--- src/design/cfl_pkg.sv ---
// ----------------------------------------------------------------------------
// cfl_pkg
// shared types and constants of the command fifo with latency statistics
// ----------------------------------------------------------------------------
package cfl_pkg;

  localparam int TYPE_W  = 8;
  localparam int ARG_W   = 32;
  localparam int TIME_W  = 32;
  localparam int CNT_W   = 32;
  localparam int SUM_W   = 64;

  // divider: two quotient bits per cycle over the whole dividend
  localparam int DIV_BITS_PER_CYCLE = 2;
  localparam int DIV_STEPS          = SUM_W / DIV_BITS_PER_CYCLE;

  // item kind codes
  localparam logic KIND_ENQ = 1'b0;
  localparam logic KIND_DEQ = 1'b1;

  typedef enum logic [1:0] {
    ST_IDLE,
    ST_READ,
    ST_DIV,
    ST_EMIT
  } cfl_state_t;

  // one fifo entry as stored in the ram
  typedef struct packed {
    logic [TYPE_W-1:0] cmd_type;
    logic [ARG_W-1:0]  arg0;
    logic [ARG_W-1:0]  arg1;
    logic [TIME_W-1:0] stamp;
  } cfl_entry_t;

  typedef struct packed {
    logic             start;
    logic [SUM_W-1:0] dividend;
    logic [CNT_W-1:0] divisor;
  } cfl_div_req_t;

  typedef struct packed {
    logic             busy;
    logic             done;
    logic [CNT_W-1:0] quotient;
  } cfl_div_rsp_t;

endpackage

--- src/design/command_fifo_latency_stats.sv ---
// ----------------------------------------------------------------------------
// command_fifo_latency_stats
// circular command fifo with time stamps and dequeue latency statistics
// ----------------------------------------------------------------------------
//
//  channel  handshake           payload
//  -------  ------------------  -------------------------------------------
//  in       in_valid/in_stall   kind, now_ms, cmd_type, cmd_arg0, cmd_arg1
//  out      out_valid/out_stall ok, type, args, fill, latency stats, counters
//
//  one item at a time; enqueue or empty dequeue: accept, then the emit state
//  loads the output register
//  dequeue with an entry: accept with ram read, pop, mean divider (2 bits a
//  cycle over the 64-bit sum), divider done, output load
//  rst_n (synchronous) clears pointers, fill, statistics and counters; the
//  entry ram holds no reset and needs no clearing pass
//  the result sits in its own output register, so the next input transfer
//  is taken while the previous result is still stalled; a finished item
//  waits in the emit state only if that register is still occupied
//
module command_fifo_latency_stats #(
  parameter int FIFO_DEPTH = 16
) (
  input  logic                              clk,
  input  logic                              rst_n,

  input  logic                              in_valid,
  output logic                              in_stall,
  input  logic                              in_kind,
  input  logic [cfl_pkg::TIME_W-1:0]        in_now_ms,
  input  logic [cfl_pkg::TYPE_W-1:0]        in_cmd_type,
  input  logic [cfl_pkg::ARG_W-1:0]         in_cmd_arg0,
  input  logic [cfl_pkg::ARG_W-1:0]         in_cmd_arg1,

  output logic                              out_valid,
  input  logic                              out_stall,
  output logic                              out_ok,
  output logic [cfl_pkg::TYPE_W-1:0]        out_type,
  output logic [cfl_pkg::ARG_W-1:0]         out_arg0,
  output logic [cfl_pkg::ARG_W-1:0]         out_arg1,
  output logic [$clog2(FIFO_DEPTH+1)-1:0]   out_fill_level,
  output logic [$clog2(FIFO_DEPTH+1)-1:0]   out_peak_fill,
  output logic [cfl_pkg::TIME_W-1:0]        out_latency_last,
  output logic [cfl_pkg::TIME_W-1:0]        out_latency_peak,
  output logic [cfl_pkg::TIME_W-1:0]        out_latency_mean,
  output logic [cfl_pkg::CNT_W-1:0]         out_full_drops,
  output logic [cfl_pkg::CNT_W-1:0]         out_enqueue_total,
  output logic [cfl_pkg::CNT_W-1:0]         out_dequeue_total
);
  import cfl_pkg::*;

  localparam int PTR_W = $clog2(FIFO_DEPTH);
  localparam int OCC_W = $clog2(FIFO_DEPTH + 1);

  cfl_state_t state_r, state_nxt;

  // fifo control state
  logic [PTR_W-1:0]  rd_ptr_r, wr_ptr_r;
  logic [OCC_W-1:0]  occ_r, occ_peak_r;

  // statistics
  logic [TIME_W-1:0] lat_last_r, lat_peak_r, lat_mean_r;
  logic [SUM_W-1:0]  lat_sum_r;
  logic [CNT_W-1:0]  samples_r, drops_r, pushes_r, pops_r;

  // current item and its result fields
  logic [TIME_W-1:0] now_r;
  logic              res_ok_r;
  logic [TYPE_W-1:0] res_type_r;
  logic [ARG_W-1:0]  res_arg0_r, res_arg1_r;

  // output register
  logic              out_valid_r;

  // control strobes
  logic              accept, full, empty;
  logic              do_enq, do_drop, do_deq_rd, do_deq_empty;
  logic              do_pop, load_out;

  // ram signals
  cfl_entry_t        wr_entry, rd_entry;
  logic [$bits(cfl_entry_t)-1:0] ram_rdata;

  // pop datapath
  logic [TIME_W-1:0] lat;
  logic [SUM_W-1:0]  sum_nxt;
  logic [CNT_W-1:0]  samples_nxt;

  cfl_div_req_t      div_req;
  cfl_div_rsp_t      div_rsp;

  assign full  = (occ_r == OCC_W'(FIFO_DEPTH));
  assign empty = (occ_r == '0);

  assign in_stall = (state_r != ST_IDLE);
  assign accept   = in_valid && !in_stall;

  assign do_enq       = accept && (in_kind == KIND_ENQ) && !full;
  assign do_drop      = accept && (in_kind == KIND_ENQ) && full;
  assign do_deq_rd    = accept && (in_kind == KIND_DEQ) && !empty;
  assign do_deq_empty = accept && (in_kind == KIND_DEQ) && empty;
  assign do_pop       = (state_r == ST_READ);
  assign load_out     = (state_r == ST_EMIT) && (!out_valid_r || !out_stall);

  // next state
  always_comb begin
    state_nxt = state_r;
    case (state_r)
      ST_IDLE: begin
        if (accept) begin
          state_nxt = do_deq_rd ? ST_READ : ST_EMIT;
        end
      end
      ST_READ: begin
        // a wrapped sample count leaves the mean alone
        state_nxt = (samples_nxt != '0) ? ST_DIV : ST_EMIT;
      end
      ST_DIV: begin
        if (div_rsp.done) begin
          state_nxt = ST_EMIT;
        end
      end
      ST_EMIT: begin
        if (load_out) begin
          state_nxt = ST_IDLE;
        end
      end
      default: state_nxt = ST_IDLE;
    endcase
  end

  always_ff @(posedge clk) begin
    if (!rst_n) begin
      state_r <= ST_IDLE;
    end else begin
      state_r <= state_nxt;
    end
  end

  // entry ram: written on enqueue, read at the head on dequeue
  assign wr_entry.cmd_type = in_cmd_type;
  assign wr_entry.arg0     = in_cmd_arg0;
  assign wr_entry.arg1     = in_cmd_arg1;
  assign wr_entry.stamp    = in_now_ms;

  cfl_ram #(
    .WIDTH ($bits(cfl_entry_t)),
    .DEPTH (FIFO_DEPTH)
  ) u_entry_ram (
    .clk   (clk),
    .we    (do_enq),
    .waddr (wr_ptr_r),
    .wdata (wr_entry),
    .re    (do_deq_rd),
    .raddr (rd_ptr_r),
    .rdata (ram_rdata)
  );

  assign rd_entry = cfl_entry_t'(ram_rdata);

  // wrap-safe latency and new running sum
  assign lat         = now_r - rd_entry.stamp;
  assign sum_nxt     = lat_sum_r + SUM_W'(lat);
  assign samples_nxt = samples_r + 1'b1;

  assign div_req.start    = do_pop && (samples_nxt != '0);
  assign div_req.dividend = sum_nxt;
  assign div_req.divisor  = samples_nxt;

  cfl_div u_div (
    .clk   (clk),
    .rst_n (rst_n),
    .req   (div_req),
    .rsp   (div_rsp)
  );

  // fifo pointers, fill and statistics
  always_ff @(posedge clk) begin
    if (!rst_n) begin
      rd_ptr_r   <= '0;
      wr_ptr_r   <= '0;
      occ_r      <= '0;
      occ_peak_r <= '0;
      lat_last_r <= '0;
      lat_peak_r <= '0;
      lat_mean_r <= '0;
      lat_sum_r  <= '0;
      samples_r  <= '0;
      drops_r    <= '0;
      pushes_r   <= '0;
      pops_r     <= '0;
    end else begin
      if (do_enq) begin
        wr_ptr_r <= (wr_ptr_r == PTR_W'(FIFO_DEPTH - 1)) ? '0 : wr_ptr_r + 1'b1;
        occ_r    <= occ_r + 1'b1;
        pushes_r <= pushes_r + 1'b1;
        if ((occ_r + 1'b1) > occ_peak_r) begin
          occ_peak_r <= occ_r + 1'b1;
        end
      end
      if (do_drop) begin
        drops_r <= drops_r + 1'b1;
      end
      if (do_pop) begin
        rd_ptr_r   <= (rd_ptr_r == PTR_W'(FIFO_DEPTH - 1)) ? '0 : rd_ptr_r + 1'b1;
        occ_r      <= occ_r - 1'b1;
        pops_r     <= pops_r + 1'b1;
        lat_last_r <= lat;
        if (lat > lat_peak_r) begin
          lat_peak_r <= lat;
        end
        lat_sum_r  <= sum_nxt;
        samples_r  <= samples_nxt;
      end
      if ((state_r == ST_DIV) && div_rsp.done) begin
        lat_mean_r <= div_rsp.quotient;
      end
    end
  end

  // item time stamp and per-item result fields
  always_ff @(posedge clk) begin
    if (accept) begin
      now_r      <= in_now_ms;
      res_ok_r   <= do_enq;
      res_type_r <= '0;
      res_arg0_r <= '0;
      res_arg1_r <= '0;
    end
    if (do_pop) begin
      res_ok_r   <= 1'b1;
      res_type_r <= rd_entry.cmd_type;
      res_arg0_r <= rd_entry.arg0;
      res_arg1_r <= rd_entry.arg1;
    end
  end

  // output register: a full snapshot so later items cannot disturb it
  always_ff @(posedge clk) begin
    if (!rst_n) begin
      out_valid_r <= 1'b0;
    end else if (load_out) begin
      out_valid_r <= 1'b1;
    end else if (!out_stall) begin
      out_valid_r <= 1'b0;
    end
  end

  always_ff @(posedge clk) begin
    if (load_out) begin
      out_ok            <= res_ok_r;
      out_type          <= res_type_r;
      out_arg0          <= res_arg0_r;
      out_arg1          <= res_arg1_r;
      out_fill_level    <= occ_r;
      out_peak_fill     <= occ_peak_r;
      out_latency_last  <= lat_last_r;
      out_latency_peak  <= lat_peak_r;
      out_latency_mean  <= lat_mean_r;
      out_full_drops    <= drops_r;
      out_enqueue_total <= pushes_r;
      out_dequeue_total <= pops_r;
    end
  end

  assign out_valid = out_valid_r;

endmodule

--- src/design/cfl_ram.sv ---
// ----------------------------------------------------------------------------
// cfl_ram
// generic single-write, single-read ram with registered read data
// ----------------------------------------------------------------------------
module cfl_ram #(
  parameter int WIDTH = 8,
  parameter int DEPTH = 16
) (
  input  logic                     clk,
  input  logic                     we,
  input  logic [$clog2(DEPTH)-1:0] waddr,
  input  logic [WIDTH-1:0]         wdata,
  input  logic                     re,
  input  logic [$clog2(DEPTH)-1:0] raddr,
  output logic [WIDTH-1:0]         rdata
);

  logic [WIDTH-1:0] mem [DEPTH];

  always_ff @(posedge clk) begin
    if (we) begin
      mem[waddr] <= wdata;
    end
    if (re) begin
      rdata <= mem[raddr];
    end
  end

endmodule

--- src/design/cfl_div.sv ---
// ----------------------------------------------------------------------------
// cfl_div
// restoring 64 by 32 unsigned divider, two quotient bits per cycle
// ----------------------------------------------------------------------------
module cfl_div (
  input  logic                  clk,
  input  logic                  rst_n,
  input  cfl_pkg::cfl_div_req_t req,
  output cfl_pkg::cfl_div_rsp_t rsp
);
  import cfl_pkg::*;

  localparam int STEP_W = $clog2(DIV_STEPS);

  logic [CNT_W-1:0]  rem_r;
  logic [CNT_W-1:0]  dvsr_r;
  logic [SUM_W-1:0]  shreg_r;
  logic [STEP_W-1:0] step_r;
  logic              busy_r;
  logic              done_r;

  logic [CNT_W:0]    r1, r2;
  logic              q1, q2;
  logic [CNT_W-1:0]  rem1, rem2;

  // two dependent restoring steps
  always_comb begin
    r1   = {rem_r, shreg_r[SUM_W-1]};
    q1   = (r1 >= {1'b0, dvsr_r});
    rem1 = q1 ? CNT_W'(r1 - {1'b0, dvsr_r}) : r1[CNT_W-1:0];
    r2   = {rem1, shreg_r[SUM_W-2]};
    q2   = (r2 >= {1'b0, dvsr_r});
    rem2 = q2 ? CNT_W'(r2 - {1'b0, dvsr_r}) : r2[CNT_W-1:0];
  end

  always_ff @(posedge clk) begin
    if (!rst_n) begin
      busy_r <= 1'b0;
      done_r <= 1'b0;
      step_r <= '0;
    end else begin
      done_r <= 1'b0;
      if (req.start) begin
        busy_r <= 1'b1;
        step_r <= '0;
      end else if (busy_r) begin
        step_r <= step_r + 1'b1;
        if (step_r == STEP_W'(DIV_STEPS - 1)) begin
          busy_r <= 1'b0;
          done_r <= 1'b1;
        end
      end
    end
  end

  // datapath, no reset needed
  always_ff @(posedge clk) begin
    if (req.start) begin
      rem_r   <= '0;
      dvsr_r  <= req.divisor;
      shreg_r <= req.dividend;
    end else if (busy_r) begin
      rem_r   <= rem2;
      shreg_r <= {shreg_r[SUM_W-3:0], q1, q2};
    end
  end

  assign rsp.busy     = busy_r;
  assign rsp.done     = done_r;
  assign rsp.quotient = shreg_r[CNT_W-1:0];

endmodule

--- config.mk ---
export PLATFORM = sky130hd
export DESIGN_NAME = command_fifo_latency_stats
export DESIGN_NICKNAME = d
export VERILOG_FILES = /design/src/design/cfl_pkg.sv /design/src/design/command_fifo_latency_stats.sv /design/src/design/cfl_ram.sv /design/src/design/cfl_div.sv
export SDC_FILE = /design/constraint.sdc
export NUM_CORES = 2
export LEC_CHECK = 0
export ABC_AREA = 1
export ABC_CLOCK_PERIOD_IN_PS = 16300
export BUFFER_PORTS_ARGS = -buffer_cell sky130_fd_sc_hd__clkbuf_2
export CELL_PAD_IN_SITES_DETAIL_PLACEMENT = 1
export CELL_PAD_IN_SITES_GLOBAL_PLACEMENT = 1
export CORE_ASPECT_RATIO = 1.5
export CORE_MARGIN = 3
export CORE_UTILIZATION = 36
export CTS_CLUSTER_DIAMETER = 50
export DETAILED_ROUTE_END_ITERATION = 7
export PLACE_DENSITY_LB_ADDON = 0.3
export SYNTH_ARGS = -nofsm -noshare
export SYNTH_HDL_FRONTEND = slang
export SYNTH_SLANG_ARGS = --single-unit
export TNS_END_PERCENT = 5
--- constraint.sdc ---
create_clock -name clk -period 16.3 [get_ports clk]
set_input_delay 0 -clock clk [delete_from_list [all_inputs] [get_ports clk]]
set_output_delay 0 -clock clk [all_outputs]
set_load 0.02 [all_outputs]
# ---- Word level (Yosys, flattened, before mapping)
# Memory sizes are Yosys's and may differ from the RTL's. A register that Yosys moved wholly into a read port is not among the register bits.
# Index checks and enable logic that the tools add are counted.
# W data, S select, Z words.
dict set report totals {
  register_bits 824
  ram_bits 1664
  in_bits 109
  out_inout_bits 277
  elab_cells 123
  n_memories 1
}
# name words width read_ports rd_ports_with_merged_regs wr line_no
set memory_table {}
lappend memory_table {u_entry_ram.mem 16 104 1 1 1 cfl_ram.sv:18} ;# logic [WIDTH-1:0] mem [DEPTH];
dict set report classes {
  n_addsub 13
  n_lt_le_gt_ge 4
  n_eq_ne 11
  mux 27
  n_bitwise 3
  reduce_logical 27
}
# op count
set ops {}
lappend ops {{$mux W32} 5}
lappend ops {{$add A32 B1 Y32 const B} 4}
lappend ops {{$mux W64} 2}
lappend ops {{$sub A32 B32 Y32} 3}
lappend ops {{$ge A33 B32 Y1} 2}
lappend ops {{$add A64 B32 Y64} 1}
lappend ops {{$gt A32 B32 Y1} 1}
lappend ops {{$reduce_bool A32 Y1} 1}
lappend ops {{$mux W8} 2}
lappend ops {{$add A5 B1 Y5 const B} 2}
lappend ops {{$eq A5 B5 Y1 const B} 2}
lappend ops {{$mux W5} 2}
lappend ops {{$logic_and A1 B1 Y1} 9}
lappend ops {{$mux W1} 9}
lappend ops {{$add A4 B1 Y4 const B} 2}
lappend ops {{$eq A4 B4 Y1 const B} 2}
lappend ops {{$mux W2} 4}
lappend ops {{$mux W4} 2}
lappend ops {{$pmux W2 S4} 1}
lappend ops {{$reduce_bool A2 Y1} 4}
lappend ops {{$gt A5 B5 Y1} 1}
lappend ops {{$logic_not A1 Y1} 5}
lappend ops {{$logic_not A5 Y1} 1}
lappend ops {{$sub A5 B1 Y5 const B} 1}
lappend ops {{11 further kinds} 17}

# ---- Longest topological paths before layout
dict set report logic_depth {
  ltp_word 8
  mapped_depth 32
  depth_no_buf 31
}

# ---- Hierarchy
# Synthesis repeated with hierarchy kept, for this count alone.
dict set report unflattened {
  hier_cells 12245
  hier_area_um2 117655.3
}
# module instances cells_each area_each_um2 seq_area_each_um2
set by_module_without_submodules {}
lappend by_module_without_submodules {cfl_ram 1 6824 74221.2 53090.9}
lappend by_module_without_submodules {command_fifo_latency_stats 1 3787 32568.7 17586.9}
lappend by_module_without_submodules {cfl_div 1 1634 10865.4 3663.5}

# ---- Least setup slack after synthesis
# No wires, ideal clock.
dict set report synth_timing {
  path_type {register to register}
  startpoint {register out_valid_r, in the netlist out_valid}
  endpoint {register out_arg0[0] (netlist name), enable pin}
  setup_ns 0.923
  arrival_time_ns 12.013
  required_ns 15.377
  path_slack_ns 3.363
  stages_incl_launch_ff 4
  n_path_buf 0
  period_less_slack_ns 12.937
  path_cell_list {dfxtp_1 -> nand2_1 -> inv_1 -> nor2_1}
}
dict set report synth_between {
  elab_chain_len 3
}
# element line_no
set synth_rtl {}
lappend synth_rtl {{start, declared} command_fifo_latency_stats.sv:73} ;# logic out_valid_r;
lappend synth_rtl {{start signal, assigned} command_fifo_latency_stats.sv:241} ;# out_valid_r <= 1'b0;
lappend synth_rtl {{start signal, assigned} command_fifo_latency_stats.sv:243} ;# out_valid_r <= 1'b1;
lappend synth_rtl {{start signal, assigned} command_fifo_latency_stats.sv:245} ;# out_valid_r <= 1'b0;
lappend synth_rtl {{$logic_not A1 Y1} command_fifo_latency_stats.sv:103} ;# assign load_out = (state_r == ST_EMIT) && (!out_valid_r || !out_stall);
lappend synth_rtl {{$logic_or A1 B1 Y1} command_fifo_latency_stats.sv:103}
lappend synth_rtl {{$logic_and A1 B1 Y1} command_fifo_latency_stats.sv:103}
lappend synth_rtl {{net load_out} command_fifo_latency_stats.sv:78} ;# logic do_pop, load_out;
lappend synth_rtl {{end signal, assigned} command_fifo_latency_stats.sv:253} ;# out_arg0 <= res_arg0_r;
lappend synth_rtl {{end, declared} command_fifo_latency_stats.sv:39} ;# output logic [cfl_pkg::ARG_W-1:0] out_arg0,
# The timed path passes the listed nets, and every way through them passes these cells.
# A chain may end at the register's enable or synchronous reset.

# ---- Worst setup path after layout
dict set report layout_timing {
  startpoint {register now_r[2]}
  endpoint {register lat_peak_r[31]}
}
dict set report layout_between {
  elab_chain_len 3
}
# element line_no
set layout_rtl {}
lappend layout_rtl {{start, declared} command_fifo_latency_stats.sv:67} ;# logic [TIME_W-1:0] now_r;
lappend layout_rtl {{start signal, assigned} command_fifo_latency_stats.sv:224} ;# now_r <= in_now_ms;
lappend layout_rtl {{$sub A32 B32 Y32 *} command_fifo_latency_stats.sv:162} ;# assign lat = now_r - rd_entry.stamp;
lappend layout_rtl {{net lat[31]} command_fifo_latency_stats.sv:85} ;# logic [TIME_W-1:0] lat;
lappend layout_rtl {{$gt A32 B32 Y1} command_fifo_latency_stats.sv:209} ;# if (lat > lat_peak_r) begin
lappend layout_rtl {{$reduce_and A2 Y1 (no line)} -}
lappend layout_rtl {{end signal, assigned} command_fifo_latency_stats.sv:210} ;# lat_peak_r <= lat;
lappend layout_rtl {{end, declared} command_fifo_latency_stats.sv:62} ;# logic [TIME_W-1:0] lat_last_r, lat_peak_r, lat_mean_r;
# The timed path passes the listed nets; every way through them passes the cells marked *.

==> impl_metrics.toml <==
[layout]
drive_gt1_share_pct = 9.12
area_growth_pct = 14.8
final_nets = 10400

[logic_synthesis]
synth-simple-area-share_pct = 13.9
syn-cell-area_sq_um = 110000
ys_warn_count = 0
yosys-top-cells-area = "edfxtp_1 (61%), dfxtp_1 (6.4%), nor2_1 (5.4%), nand2_1 (5.2%), o21ai_0 (3.3%)"
yosys.area_share.adder_pct = 2.16
synth_compound_area_share_pct = 8.82
synth_top_family_by_area = "simple AND/OR/NAND/NOR gates"
synth_edf_count = 2243
synth_cell_types = 60
ys.flop_type = "edfxtp_1"
synth_seq_cells = 2592
muxShareOfSynthArea_pct = 1.60
post-synth-top-count-cell = "edfxtp_1"
synthesis.nets = 9980
ys_top_cells_by_count = "edfxtp_1 (2243), nor2_1 (1563), nand2_1 (1528)"
synth_top_area_share_pct = 61.5
synth_top_area_cell = "edfxtp_1"
synth-xor-area-share_pct = 1.21
postSynthCellCount = 9684
ys_seq_area_share_pct = 67.9
synthArstFlopShare_pct = 0
avgSynthCellArea_sq_um = 11.3

[pwr]
power.total_mw = 22.2
p_leak_nw = 45.6
vdd_drop_max_uv = 180
powerDensity_nw_per_um2 = 176

[cts]
clock_latency_ns = 0.88
post-cts-setup-buffer-count = 0
clk_pin_slew_ns = 0.06
clock-sinks = 2592
cts_tree = "done"
numCtsBuffers = 284
htreeDepth = 5
clockBufferDepth = 4
cts_root_buffer = "clkbuf_16"

[global_routing]
grt_overflow = 0
grt_pass1_wl_microns = 517000
track_usage_pct = 21.8
grt_pass1_vias = 81000
antenna_found_initial = 50
grt_start_max_net_pins = 234

[floorplanning]
die_h_microns = 682
rows = 247
core-area_sq_um = 302000
dieArea_sq_um = 311000
start_util_pct = 36.2
ios = 386
fp.dieW_microns = 456

[timing]
fin_setup_tns_ns = 0
slew_violations = 0
fmax_mhz = 172
grt_setup_unrepaired = "false"
skew_ns = 0.0762
tightest_slew_ns = 1.33
setup_violations = 0
relSlewSlack_pct = 11.1
post-route-period-util_pct = 35.7
fin_crit_ns = 5.83
finalHoldViolations = 0

[worst_hold_path]
hold_path_class = "input pin to flop"
worstHoldStart = "in_cmd_arg0[22]"

[setup_path]
crit_path_start = "now_r[2]"
cp.required_ns = 17.05
cp-start-kind = "flop"
critPathCaptureType = "flop"
crit_type = "flop to flop"
arrival_ns = 6.57
r2r_start = "now_r[2]"
rrSetupSlack_ns = 10.47
cp_max_fo = 31

[flow_run]
maxCapViolCount = 0

[placement]
io_buffers = 385
gp_congestion = 0.893
dp_hpwl_microns = 215000

[route]
drtIter0Drc = 5178
viasPerCell = 5.29
post_drt_wl_per_cell_microns = 24.3
vias = 75800
drtPass1Iterations = 5
wl_microns = 349000
ant_nets = 0
drc = 0

[outcome]
outcome = "completed"
## stage by stage
stage / util, % / cell area, sq um / instances / hold slack, ns / worst slack, ns
finish: 41.6 / 126000 / 14300 / 0.0921 / 10.47
global route: 41.6 / 126000 / 14300 / 0.0695 / 9.80
CTS: 41.6 / 126000 / 14300 / 0.0104 / 10.25
detailed placement: 38.3 / 116000 / 13700 / 0.405 / 10.30
global placement: 38.3 / 116000 / 13700 / 0.390 / 10.49
floorplan: - / 110000 / 9684 / 0.0989 / 3.36
## routing by layer
layer / vias to the layer above / global-route usage (%) / share of wire [%]
li1: 34900 / - / -
met1: 38600 / 25.5 / 39
met2: 1614 / 40.5 / 53
met3: 622 / 3.09 / 4.1
met4: 26 / 8.11 / 3.8
met5: - / 0 / 0.049
## flip-flops by register name (all words and copies together) (netlist names), 64 cells and up
name / flops
lat_sum_r: 64
u_entry_ram.mem: 1664
u_entry_ram.rdata: 104
u_div.shreg_r: 64
## worst max-delay path, cell delays in order (launching register included)
cell and delay, ns:
edfxtp_1 0.37, ha_1 0.39, nand3_1 0.11, nand2_1 0.11, a21oi_1 0.13, o21ai_0 0.55, nand2_1 0.11, nand2_1 0.14
nand3_1 0.08, nand2_1 0.09, xor2_1 0.46, ha_1 0.23, nand2_1 0.08, nor2_1 0.13, nand4_1 0.19, nor4_1 0.95
nand3_1 0.15, nand2_1 0.14, inv_1 0.09, nand2_1 0.47, buf_4 0.45, nand2_1 0.10, nand2_1 0.07, nor2_1 0.06
## cell families after synthesis
| kind of cell | count (synthesis) |
|---|---|
| adder cells (fa/ha/maj) | 187 |
| AO/OA/AOI/OAI | 1555 |
| flip-flops | 2592 |
| multiplexers | 175 |
| buffers and inverters | 1262 |
| XOR/XNOR | 151 |
| AND/OR/NAND/NOR | 3762 |
## final timing paths
| path | to | cells after the start |
|---|---|---|
| worst max-delay path | lat_peak_r[31] | 23 |
| worst max register to register | lat_peak_r[31] | 23 |
| worst min register to register | out_arg1[8] | 0 |
| worst min-delay path | u_entry_ram.mem[0][86] | 2 |
## where the power goes
group / internal, mW / switching, mW
clock network: 3.55 / 2.72
registers: 8.12 / 0.408
logic: 2.13 / 5.23
## placed cells by master (no fill, tap or decap), types with 23 or more instances in the layout
cell / Yosys / final
xnor2_1: 46 / 46
dfxtp_1: 349 / 346
clkinv_1: 2 / 37
dlygate4sd3_1: 0 / 108
edfxtp_1: 2243 / 2243
o21ai_0: 730 / 730
ha_1: 183 / 182
clkbuf_16: 0 / 292
clkinv_2: 0 / 51
nor2_1: 1563 / 1546
o211ai_1: 43 / 43
mux2i_1: 175 / 175
diode_2: 0 / 23
o221ai_1: 177 / 177
inv_1: 815 / 811
buf_4: 4 / 58
nor3_1: 98 / 97
nand3_1: 434 / 434
nand4_1: 59 / 59
xor2_1: 105 / 105
nand2_1: 1528 / 1527
a21oi_1: 282 / 281
clkbuf_2: 0 / 384
o32ai_1: 241 / 241
nor4_1: 29 / 29
clkbuf_1: 361 / 58
## cell type report
| type | instances | area [sq um] |
|---|---|---|
| diodes | 23 | 57.6 |
| clock buffers | 355 | 7590 |
| clock inverters | 151 | 1320 |
| fillers | 32500 | 177000 |
| inverters | 825 | 3130 |
| multi-input cells | 5830 | 30500 |
| flip-flops and latches | 2592 | 74400 |
| well taps | 3984 | 4980 |
| repair buffers | 569 | 3810 |
## timing repair
action | CTS | global route
gates resized for setup | 0 | 0
hold buffers | 108 | 0
endpoints found under the hold margin | 1785 | 0
Power figures use the tool's default switching activity.
